File: src/hdl/hgs_pkg.sv
// ----------------------------------------------------------------------------
// hgs_pkg
// Shared constants, codes and helper functions for the height grid sampler.
// ----------------------------------------------------------------------------
package hgs_pkg;

  // Grid geometry and number formats.
  localparam int MAX_COLUMNS   = 256;
  localparam int MAX_ROWS      = 256;
  localparam int FRACTION_BITS = 8;
  localparam int COORD_W       = 16;
  localparam int INT_W         = COORD_W - FRACTION_BITS;
  localparam int HEIGHT_W      = 24;
  localparam int DIM_W         = 9;
  localparam int ADDR_W        = $clog2(MAX_COLUMNS * MAX_ROWS);
  localparam int COUNT_W       = ADDR_W + 1;
  localparam int RATIO_W       = FRACTION_BITS + 1;

  // Normalize arithmetic: differences of two heights and their product.
  localparam int DIFF_W = HEIGHT_W + 1;
  localparam int PROD_W = 2 * DIFF_W - 1;
  localparam int MAG_W  = PROD_W - 1;
  localparam int DVS_W  = DIFF_W - 1;
  localparam int SUM_W  = PROD_W + 1;

  // Operation codes.
  localparam logic [1:0] OP_WRITE     = 2'd0;
  localparam logic [1:0] OP_SAMPLE    = 2'd1;
  localparam logic [1:0] OP_NORMALIZE = 2'd2;
  localparam logic [1:0] OP_UNUSED    = 2'd3;

  // Configuration register indexes.
  localparam logic REG_GRID_WIDTH  = 1'b0;
  localparam logic REG_GRID_HEIGHT = 1'b1;

  // Status codes.
  localparam logic STATUS_OK    = 1'b0;
  localparam logic STATUS_RANGE = 1'b1;

  localparam logic signed [SUM_W-1:0] H_MAXV = SUM_W'(8388607);
  localparam logic signed [SUM_W-1:0] H_MINV = -SUM_W'(8388608);

  // Saturate a wide signed value to a height.
  function automatic logic signed [HEIGHT_W-1:0] sat_height(input logic signed [SUM_W-1:0] v);
    logic signed [HEIGHT_W-1:0] r;
    if (v > H_MAXV) begin
      r = H_MAXV[HEIGHT_W-1:0];
    end else if (v < H_MINV) begin
      r = H_MINV[HEIGHT_W-1:0];
    end else begin
      r = v[HEIGHT_W-1:0];
    end
    return r;
  endfunction

  // Clamp a grid dimension register to 2..top.
  function automatic logic [DIM_W-1:0] clamp_dim(input logic [DIM_W-1:0] v,
                                                 input logic [DIM_W-1:0] top);
    logic [DIM_W-1:0] r;
    if (v < DIM_W'(2)) begin
      r = DIM_W'(2);
    end else if (v > top) begin
      r = top;
    end else begin
      r = v;
    end
    return r;
  endfunction

endpackage

File: src/hdl/hgs_div.sv
// ----------------------------------------------------------------------------
// hgs_div
// Radix-2 restoring divider, signed, quotient truncated toward zero.
// ----------------------------------------------------------------------------
module hgs_div (
  input  logic                                clk,
  input  logic                                rst,
  input  logic                                start,
  input  logic signed [hgs_pkg::PROD_W-1:0]   dividend,
  input  logic signed [hgs_pkg::DIFF_W-1:0]   divisor,
  output logic                                done,
  output logic signed [hgs_pkg::PROD_W-1:0]   quotient
);
  import hgs_pkg::*;

  localparam int CNT_W = $clog2(MAG_W + 1);

  logic [MAG_W-1:0]  dvd;
  logic [DVS_W-1:0]  dvs;
  logic [DVS_W:0]    rem;
  logic [CNT_W-1:0]  cnt;
  logic              busy;
  logic              neg;
  logic [DVS_W:0]    rem_sh;
  logic              fits;
  logic [PROD_W-1:0] abs_dvd;
  logic [DIFF_W-1:0] abs_dvs;

  // Magnitudes of the operands.
  assign abs_dvd = dividend[PROD_W-1] ? PROD_W'(-dividend) : PROD_W'(dividend);
  assign abs_dvs = divisor[DIFF_W-1] ? DIFF_W'(-divisor) : DIFF_W'(divisor);

  // One quotient bit per cycle.
  assign rem_sh = {rem[DVS_W-1:0], dvd[MAG_W-1]};
  assign fits   = rem_sh >= {1'b0, dvs};

  always_ff @(posedge clk) begin
    if (rst) begin
      busy <= 1'b0;
      done <= 1'b0;
      cnt  <= '0;
    end else begin
      done <= 1'b0;
      if (start) begin
        busy <= 1'b1;
        cnt  <= CNT_W'(MAG_W);
        rem  <= '0;
        dvd  <= abs_dvd[MAG_W-1:0];
        dvs  <= abs_dvs[DVS_W-1:0];
        neg  <= dividend[PROD_W-1] ^ divisor[DIFF_W-1];
      end else if (busy) begin
        rem <= fits ? (rem_sh - {1'b0, dvs}) : rem_sh;
        dvd <= {dvd[MAG_W-2:0], fits};
        cnt <= cnt - CNT_W'(1);
        if (cnt == CNT_W'(1)) begin
          busy <= 1'b0;
          done <= 1'b1;
        end
      end
    end
  end

  // Apply the sign to the magnitude quotient.
  assign quotient = neg ? -$signed({1'b0, dvd}) : $signed({1'b0, dvd});

endmodule

File: config.mk
export PLATFORM = sky130hd
export DESIGN_NAME = hgs_div
export DESIGN_NICKNAME = d
export VERILOG_FILES = /design/src/hdl/hgs_pkg.sv /design/src/hdl/hgs_div.sv
export SDC_FILE = /design/constraint.sdc
export NUM_CORES = 1
export LEC_CHECK = 0
export BUFFER_PORTS_ARGS = -buffer_cell sky130_fd_sc_hd__buf_2
export CORE_UTILIZATION = 58
export CTS_CLUSTER_DIAMETER = 80
export DETAILED_ROUTE_END_ITERATION = 6
export PLACE_DENSITY = 0.92
export SLEW_MARGIN = 15
export SYNTH_ARGS = -nofsm -noshare
export SYNTH_HDL_FRONTEND = slang
export SYNTH_SLANG_ARGS = --single-unit
File: constraint.sdc
create_clock -name clk -period 5.8 [get_ports clk]
set_clock_uncertainty 0.2 [all_clocks]
set_input_delay 0.58 -clock clk [delete_from_list [all_inputs] [get_ports clk]]
set_output_delay 0.58 -clock clk [all_outputs]
set_load 0.05 [all_outputs]
# After elaboration in Yosys (flattened, before gate mapping)
# Cells that the tools add are included.
[totals] regBits=105 wordCells=36 inputBits=77
[classes] reduce_logical=5 muxes=13 bitwise=3 addsub=5 n_lt_le_gt_ge=1 n_eq_ne=1
[op_table] op="$mux W48" n=3
[op_table] op="$mux W24" n=3
[op_table] op="$mux W49" n=1
[op_table] op="$neg A48 Y49" n=1
[op_table] op="$neg A48 Y48" n=1
[op_table] op="$ge A25 B24 Y1" n=1
[op_table] op="$neg A24 Y24" n=1
[op_table] op="$sub A24 B24 Y24" n=1
[op_table] op="$mux W6" n=2
[op_table] op="$eq A6 B1 Y1 const B" n=1
[op_table] op="$sub A6 B1 Y6 const B" n=1
[op_table] op="$mux W1" n=4
[op_table] op="$reduce_and A2 Y1" n=2
[op_table] op="$reduce_or A3 Y1" n=1
[op_table] op="$not A1 Y1" n=2
[op_table] op="$reduce_bool A2 Y1" n=1
[op_table] op="$reduce_or A2 Y1" n=1
[op_table] op="$xor A1 B1 Y1" n=1

# Depth between registers and ports, before layout
[depth] depth_word=4 ltp_mapped=11

# Least setup slack after synthesis
# No wires, ideal clock.
[synth_timing] path_type="input to register" start="input start" end="register dvd[0], enable pin" t_required_ps=5098 cell_stages=3 setup_slack_ps=1167 n_path_buf=1 arrival_ps=3931 cell_sequence="clkbuf_1 nor2_1 nor2_1"
[synth_via] elab_chain_len=2
[synth_lines] element="from (decl)" line_no="hgs_div.sv:8" source="input logic start,"
[synth_lines] element="$reduce_bool A2 Y1 (no source line)"
[synth_lines] element="$reduce_and A2 Y1 (no source line)"
[synth_lines] element="to (signal assigned)" line_no="hgs_div.sv:48" source="dvd <= abs_dvd[MAG_W-1:0];"
[synth_lines] element="to (signal assigned)" line_no="hgs_div.sv:53" source="dvd <= {dvd[MAG_W-2:0], fits};"
[synth_lines] element="to (decl)" line_no="hgs_div.sv:18" source="logic [MAG_W-1:0] dvd;"
# Every way passes these cells.
# A chain may end at the register's enable or synchronous reset.

# Final worst setup path
[layout_timing] start="register dvd[14]" end="output quotient[35] (netlist bit)"
[layout_via] elab_chain_len=2
[layout_lines] element="$neg A48 Y49" line_no="hgs_div.sv:64" source="assign quotient = neg ? -$signed({1'b0, dvd}) : $signed({1'b0, dvd});"
[layout_lines] element="$mux W49" line_no="hgs_div.sv:64"
[layout_lines] element="to (decl)" line_no="hgs_div.sv:12" source="output logic signed [hgs_pkg::PROD_W-1:0] quotient"
# Every way passes these cells.

==> impl_metrics.prom <==
# TYPE chip_impl_metric gauge
chip_impl_metric{name="drt_pre_antenna_iters",unit=""} 5
chip_impl_metric{name="grt_antenna_before_repair",unit=""} 0
chip_impl_metric{name="num-fill-cells",unit=""} 1027
chip_impl_metric{name="insertion_delay",unit="ns"} 0.35
chip_impl_metric{name="cts_setup_buffers",unit=""} 0
chip_impl_metric{name="whs_path_depth",unit=""} 1
chip_impl_metric{name="ys_ff_latch",unit=""} 105
chip_impl_metric{name="synthCells",unit=""} 883
chip_impl_metric{name="maximum_vdd_ir_drop",unit="V"} 0.0001707
chip_impl_info{name="hold_path.class",value="input port to flop"} 1
chip_impl_metric{name="worst-r2r-setup-slack",unit="ns"} 1.87
chip_impl_metric{name="htree_levels",unit=""} 3
chip_impl_metric{name="synth-edff-count",unit=""} 97
chip_impl_info{name="critical_path.top_delay_family",value="simple AND/OR/NAND/NOR gates"} 1
chip_impl_metric{name="final-max-slew-violation-count",unit=""} 0
chip_impl_metric{name="cts_resized",unit=""} 0
chip_impl_metric{name="cp.arrival",unit="ns"} 3.79
chip_impl_metric{name="drt_first_iter_violations",unit=""} 692
chip_impl_info{name="cts_tree",value="yes"} 1
chip_impl_metric{name="synth-seq-area-share",unit=""} 0.3858
chip_impl_metric{name="layout_worst_path_cycle_share",unit=""} 0.7884
chip_impl_info{name="unrepaired_setup_endpoints_after_global_routing",value="no"} 1
chip_impl_metric{name="worstPathMaxFanout",unit=""} 7
chip_impl_metric{name="area_delta_synth_final",unit="%"} 12.50
chip_impl_metric{name="drv.max_cap_violation_count",unit=""} 0
chip_impl_metric{name="die_span_x",unit="µm"} 119.2
chip_impl_metric{name="fin_setup_tns",unit="ns"} 0
chip_impl_metric{name="finalCriticalPeriod",unit="ns"} 4.573
chip_impl_metric{name="vias",unit=""} 7265
chip_impl_info{name="critPathKind",value="flop to output port"} 1
chip_impl_info{name="critical-path-slowest-cell",value="sky130_fd_sc_hd__or4_4"} 1
chip_impl_metric{name="worst_hold_slack",unit="ns"} 0.2534
chip_impl_metric{name="cp_data_required_time",unit="ns"} 5.02
chip_impl_metric{name="viasPerCell",unit=""} 6.252
chip_impl_metric{name="path_buf_inv",unit=""} 1
chip_impl_metric{name="finalNetCount",unit=""} 1090
chip_impl_metric{name="max_freq",unit="MHz"} 218.7
chip_impl_info{name="ys_dominant_reg_cell",value="sky130_fd_sc_hd__edfxtp_1"} 1
chip_impl_metric{name="cellLeakagePower",unit="µW"} 0.003424
chip_impl_metric{name="async_reset_ff_frac",unit=""} 0
chip_impl_metric{name="postSynthNetCount",unit=""} 990
chip_impl_metric{name="grt_start_max_net_pins",unit=""} 115
chip_impl_metric{name="final_layout_size_suffix_gt1_frac",unit=""} 0.1714
chip_impl_info{name="outcome",value="completed"} 1
chip_impl_metric{name="power.density",unit="mW/mm²"} 270.1
chip_impl_metric{name="initial_core_util",unit=""} 0.5991
chip_impl_metric{name="ioPinCount",unit=""} 127
chip_impl_info{name="crit_chain",value="or4_4, nor4_2, or4b_4, or3_1, or2_1, o41ai_1, xnor2_1, buf_2"} 1
chip_impl_metric{name="worst_path_largest_cell_delay",unit="ns"} 0.59
chip_impl_metric{name="ys.warnings.count",unit=""} 0
chip_impl_metric{name="die-area",unit="mm²"} 0.01421
chip_impl_metric{name="headroom_to_the_max_slew_limit",unit=""} 0.2679
chip_impl_metric{name="postRouteAntennaNets",unit=""} 0
chip_impl_metric{name="grt_util_all_layers",unit=""} 0.2796
chip_impl_metric{name="hpwlAfterDp",unit="µm"} 14020
chip_impl_metric{name="rr_worst_depth",unit=""} 9
chip_impl_metric{name="die_height",unit="µm"} 119.2
chip_impl_metric{name="number_of_global_route_vias_before_repair",unit=""} 6873
chip_impl_info{name="cts-root-buf",value="sky130_fd_sc_hd__clkbuf_16"} 1
chip_impl_metric{name="clock_buffer_count_from_cts",unit=""} 9
chip_impl_metric{name="grt_pass1_wl",unit="µm"} 31800
chip_impl_info{name="setup.worst_path.end_class",value="output port"} 1
chip_impl_metric{name="cts.hold.buffers_added",unit=""} 0
chip_impl_metric{name="coreArea",unit="mm²"} 0.01330
chip_impl_metric{name="antenna_cells_inserted",unit=""} 0
chip_impl_metric{name="fp-row-count",unit=""} 42
chip_impl_metric{name="count_of_port_buffers_added_during_placement",unit=""} 126
chip_impl_metric{name="crit_cells",unit=""} 8
chip_impl_metric{name="timing.final.setup_violations",unit=""} 0
chip_impl_metric{name="path_clk_slew",unit="ns"} 0.07
chip_impl_metric{name="hold_viol_final",unit=""} 0
chip_impl_metric{name="syn-cell-area",unit="mm²"} 0.007965
chip_impl_metric{name="global_route.overflow_total",unit=""} 0
chip_impl_metric{name="synth_cell_type_count",unit=""} 58
chip_impl_metric{name="worst_slew_pin_tran",unit="ns"} 1.098
chip_impl_metric{name="drc",unit=""} 0
chip_impl_metric{name="cts.sink_count",unit=""} 105
chip_impl_metric{name="cts.path.max_buffers",unit=""} 2
chip_impl_metric{name="synth.avg_cell_area",unit="µm²"} 9.021
chip_impl_metric{name="route.detailed.wl_per_inst",unit="µm"} 16.71
chip_impl_metric{name="gpl.final_weighted_congestion",unit=""} 0.9346
chip_impl_metric{name="wirelength",unit="µm"} 19420
chip_impl_info{name="startpoint_type_of_the_worst_setup_path",value="flop"} 1
==> layout by cell type, fill, tap and decap left out, types with 9 or more instances in the layout <==
cell	n
sky130_fd_sc_hd__o41ai_1	20
sky130_fd_sc_hd__xor2_1	58
sky130_fd_sc_hd__buf_2	125
sky130_fd_sc_hd__nand3_1	18
sky130_fd_sc_hd__nand2_1	60
sky130_fd_sc_hd__nor2_1	73
sky130_fd_sc_hd__ha_1	29
sky130_fd_sc_hd__nor3_1	21
sky130_fd_sc_hd__inv_1	41
sky130_fd_sc_hd__a21oi_1	85
sky130_fd_sc_hd__or4_1	19
sky130_fd_sc_hd__o21ai_0	62
sky130_fd_sc_hd__o31ai_1	32
sky130_fd_sc_hd__or3_1	18
sky130_fd_sc_hd__clkbuf_16	9
sky130_fd_sc_hd__nand2b_1	14
sky130_fd_sc_hd__a21o_1	12
sky130_fd_sc_hd__a211oi_1	9
sky130_fd_sc_hd__edfxtp_1	97
sky130_fd_sc_hd__xnor2_1	72
==> cell type report <==
type                    instances  area (µm²)  area share
repair buffers                133       685.7     0.07652
clock buffers                   9       225.2     0.02513
multi-input cells             693        4578      0.5109
clock inverters                 5       25.02    0.002793
inverters                      41       153.9     0.01717
well taps                     176       220.2     0.02457
flip-flops and latches        105        3073      0.3429
==> power by group <==
part	switching, µW	total, µW	internal (µW)
clock	269	552	282
combinational	593	898	306
sequential	50.9	970	920
==> cell usage after synthesis (3+ instances only) <==
master | instances | area share
sky130_fd_sc_hd__inv_1 | 41 | 0.019
sky130_fd_sc_hd__or4_4 | 4 | 0.0057
sky130_fd_sc_hd__or4b_2 | 4 | 0.0050
sky130_fd_sc_hd__nand3_1 | 18 | 0.011
sky130_fd_sc_hd__a31oi_1 | 4 | 0.0031
sky130_fd_sc_hd__nor2_1 | 75 | 0.035
sky130_fd_sc_hd__xor2_1 | 58 | 0.064
sky130_fd_sc_hd__edfxtp_1 | 97 | 0.37
sky130_fd_sc_hd__or3_1 | 18 | 0.014
sky130_fd_sc_hd__o21ai_0 | 62 | 0.039
sky130_fd_sc_hd__nor3b_1 | 3 | 0.0028
sky130_fd_sc_hd__a31o_2 | 3 | 0.0033
sky130_fd_sc_hd__nand2b_1 | 14 | 0.011
sky130_fd_sc_hd__ha_1 | 29 | 0.046
sky130_fd_sc_hd__o21a_1 | 6 | 0.0057
sky130_fd_sc_hd__o22ai_1 | 4 | 0.0031
sky130_fd_sc_hd__a211oi_1 | 9 | 0.0085
sky130_fd_sc_hd__a2111oi_0 | 3 | 0.0033
sky130_fd_sc_hd__nand2_1 | 60 | 0.028
sky130_fd_sc_hd__o31ai_1 | 32 | 0.030
sky130_fd_sc_hd__nand4_1 | 8 | 0.0063
sky130_fd_sc_hd__nor4_1 | 5 | 0.0039
sky130_fd_sc_hd__xnor2_1 | 72 | 0.079
sky130_fd_sc_hd__clkbuf_1 | 42 | 0.020
sky130_fd_sc_hd__o2111ai_1 | 4 | 0.0044
sky130_fd_sc_hd__dfxtp_1 | 8 | 0.020
sky130_fd_sc_hd__o41ai_1 | 20 | 0.022
sky130_fd_sc_hd__a21oi_1 | 85 | 0.053
sky130_fd_sc_hd__a211o_1 | 3 | 0.0033
sky130_fd_sc_hd__or2_2 | 8 | 0.0063
sky130_fd_sc_hd__or4_1 | 19 | 0.018
sky130_fd_sc_hd__nor3_1 | 21 | 0.013
sky130_fd_sc_hd__a21o_1 | 12 | 0.011
==> cell families (layout without fill, tap and decap cells) <==
| family | Yosys count | in the layout | share of synthesized area |
|---|---|---|---|
| simple gates | 271 | 271 | 0.1755 |
| mux | 1 | 1 | 0.001257 |
| buf+inv | 85 | 188 | 0.04068 |
| xor+xnor | 130 | 130 | 0.1429 |
| compound gates | 261 | 261 | 0.2058 |
| fa+ha+maj | 30 | 30 | 0.04807 |
| flops | 105 | 105 | 0.3858 |
==> final timing paths <==
check,start,end
worst min register to register,cnt[1]$_SDFFE_PP0P_,cnt[1]$_SDFFE_PP0P_
worst max-delay path,dvd[14]$_DFFE_PP_,quotient[35]
worst max register to register,dvd[47]$_DFFE_PP_,rem[10]$_SDFFCE_PP0P_
worst min-delay path,divisor[0],dvs[0]$_DFFE_PP_
==> stage by stage <==
step	setup WS, ns	power (µW)	instance area, µm²	util	instances
2_1_floorplan	1.167	1650	7965	-	883
3_3_place_gp	1.754	1844	8711	0.6552	1148
3_5_place_dp	1.660	1868	8711	0.6552	1148
4_1_cts	1.258	2415	8961	0.6740	1162
5_1_grt	1.086	2542	8961	0.6740	1162
6_report	1.227	2421	8961	0.6740	1162
==> sequential cells by signal (all words and copies together), names as in the netlist <==
name and flops:
busy 1, cnt 6, done 1, dvd 48
dvs 24, neg 1, rem 24
==> metal layers <==
layer,vias up,routed length (µm),track usage
li1,3469,-,-
met1,3397,7842,0.3566
met2,331,9326,0.4531
met3,68,1411,0.04358
met4,0,837,0.1566
met5,-,0,0
Power figures use the tool's default switching activity.
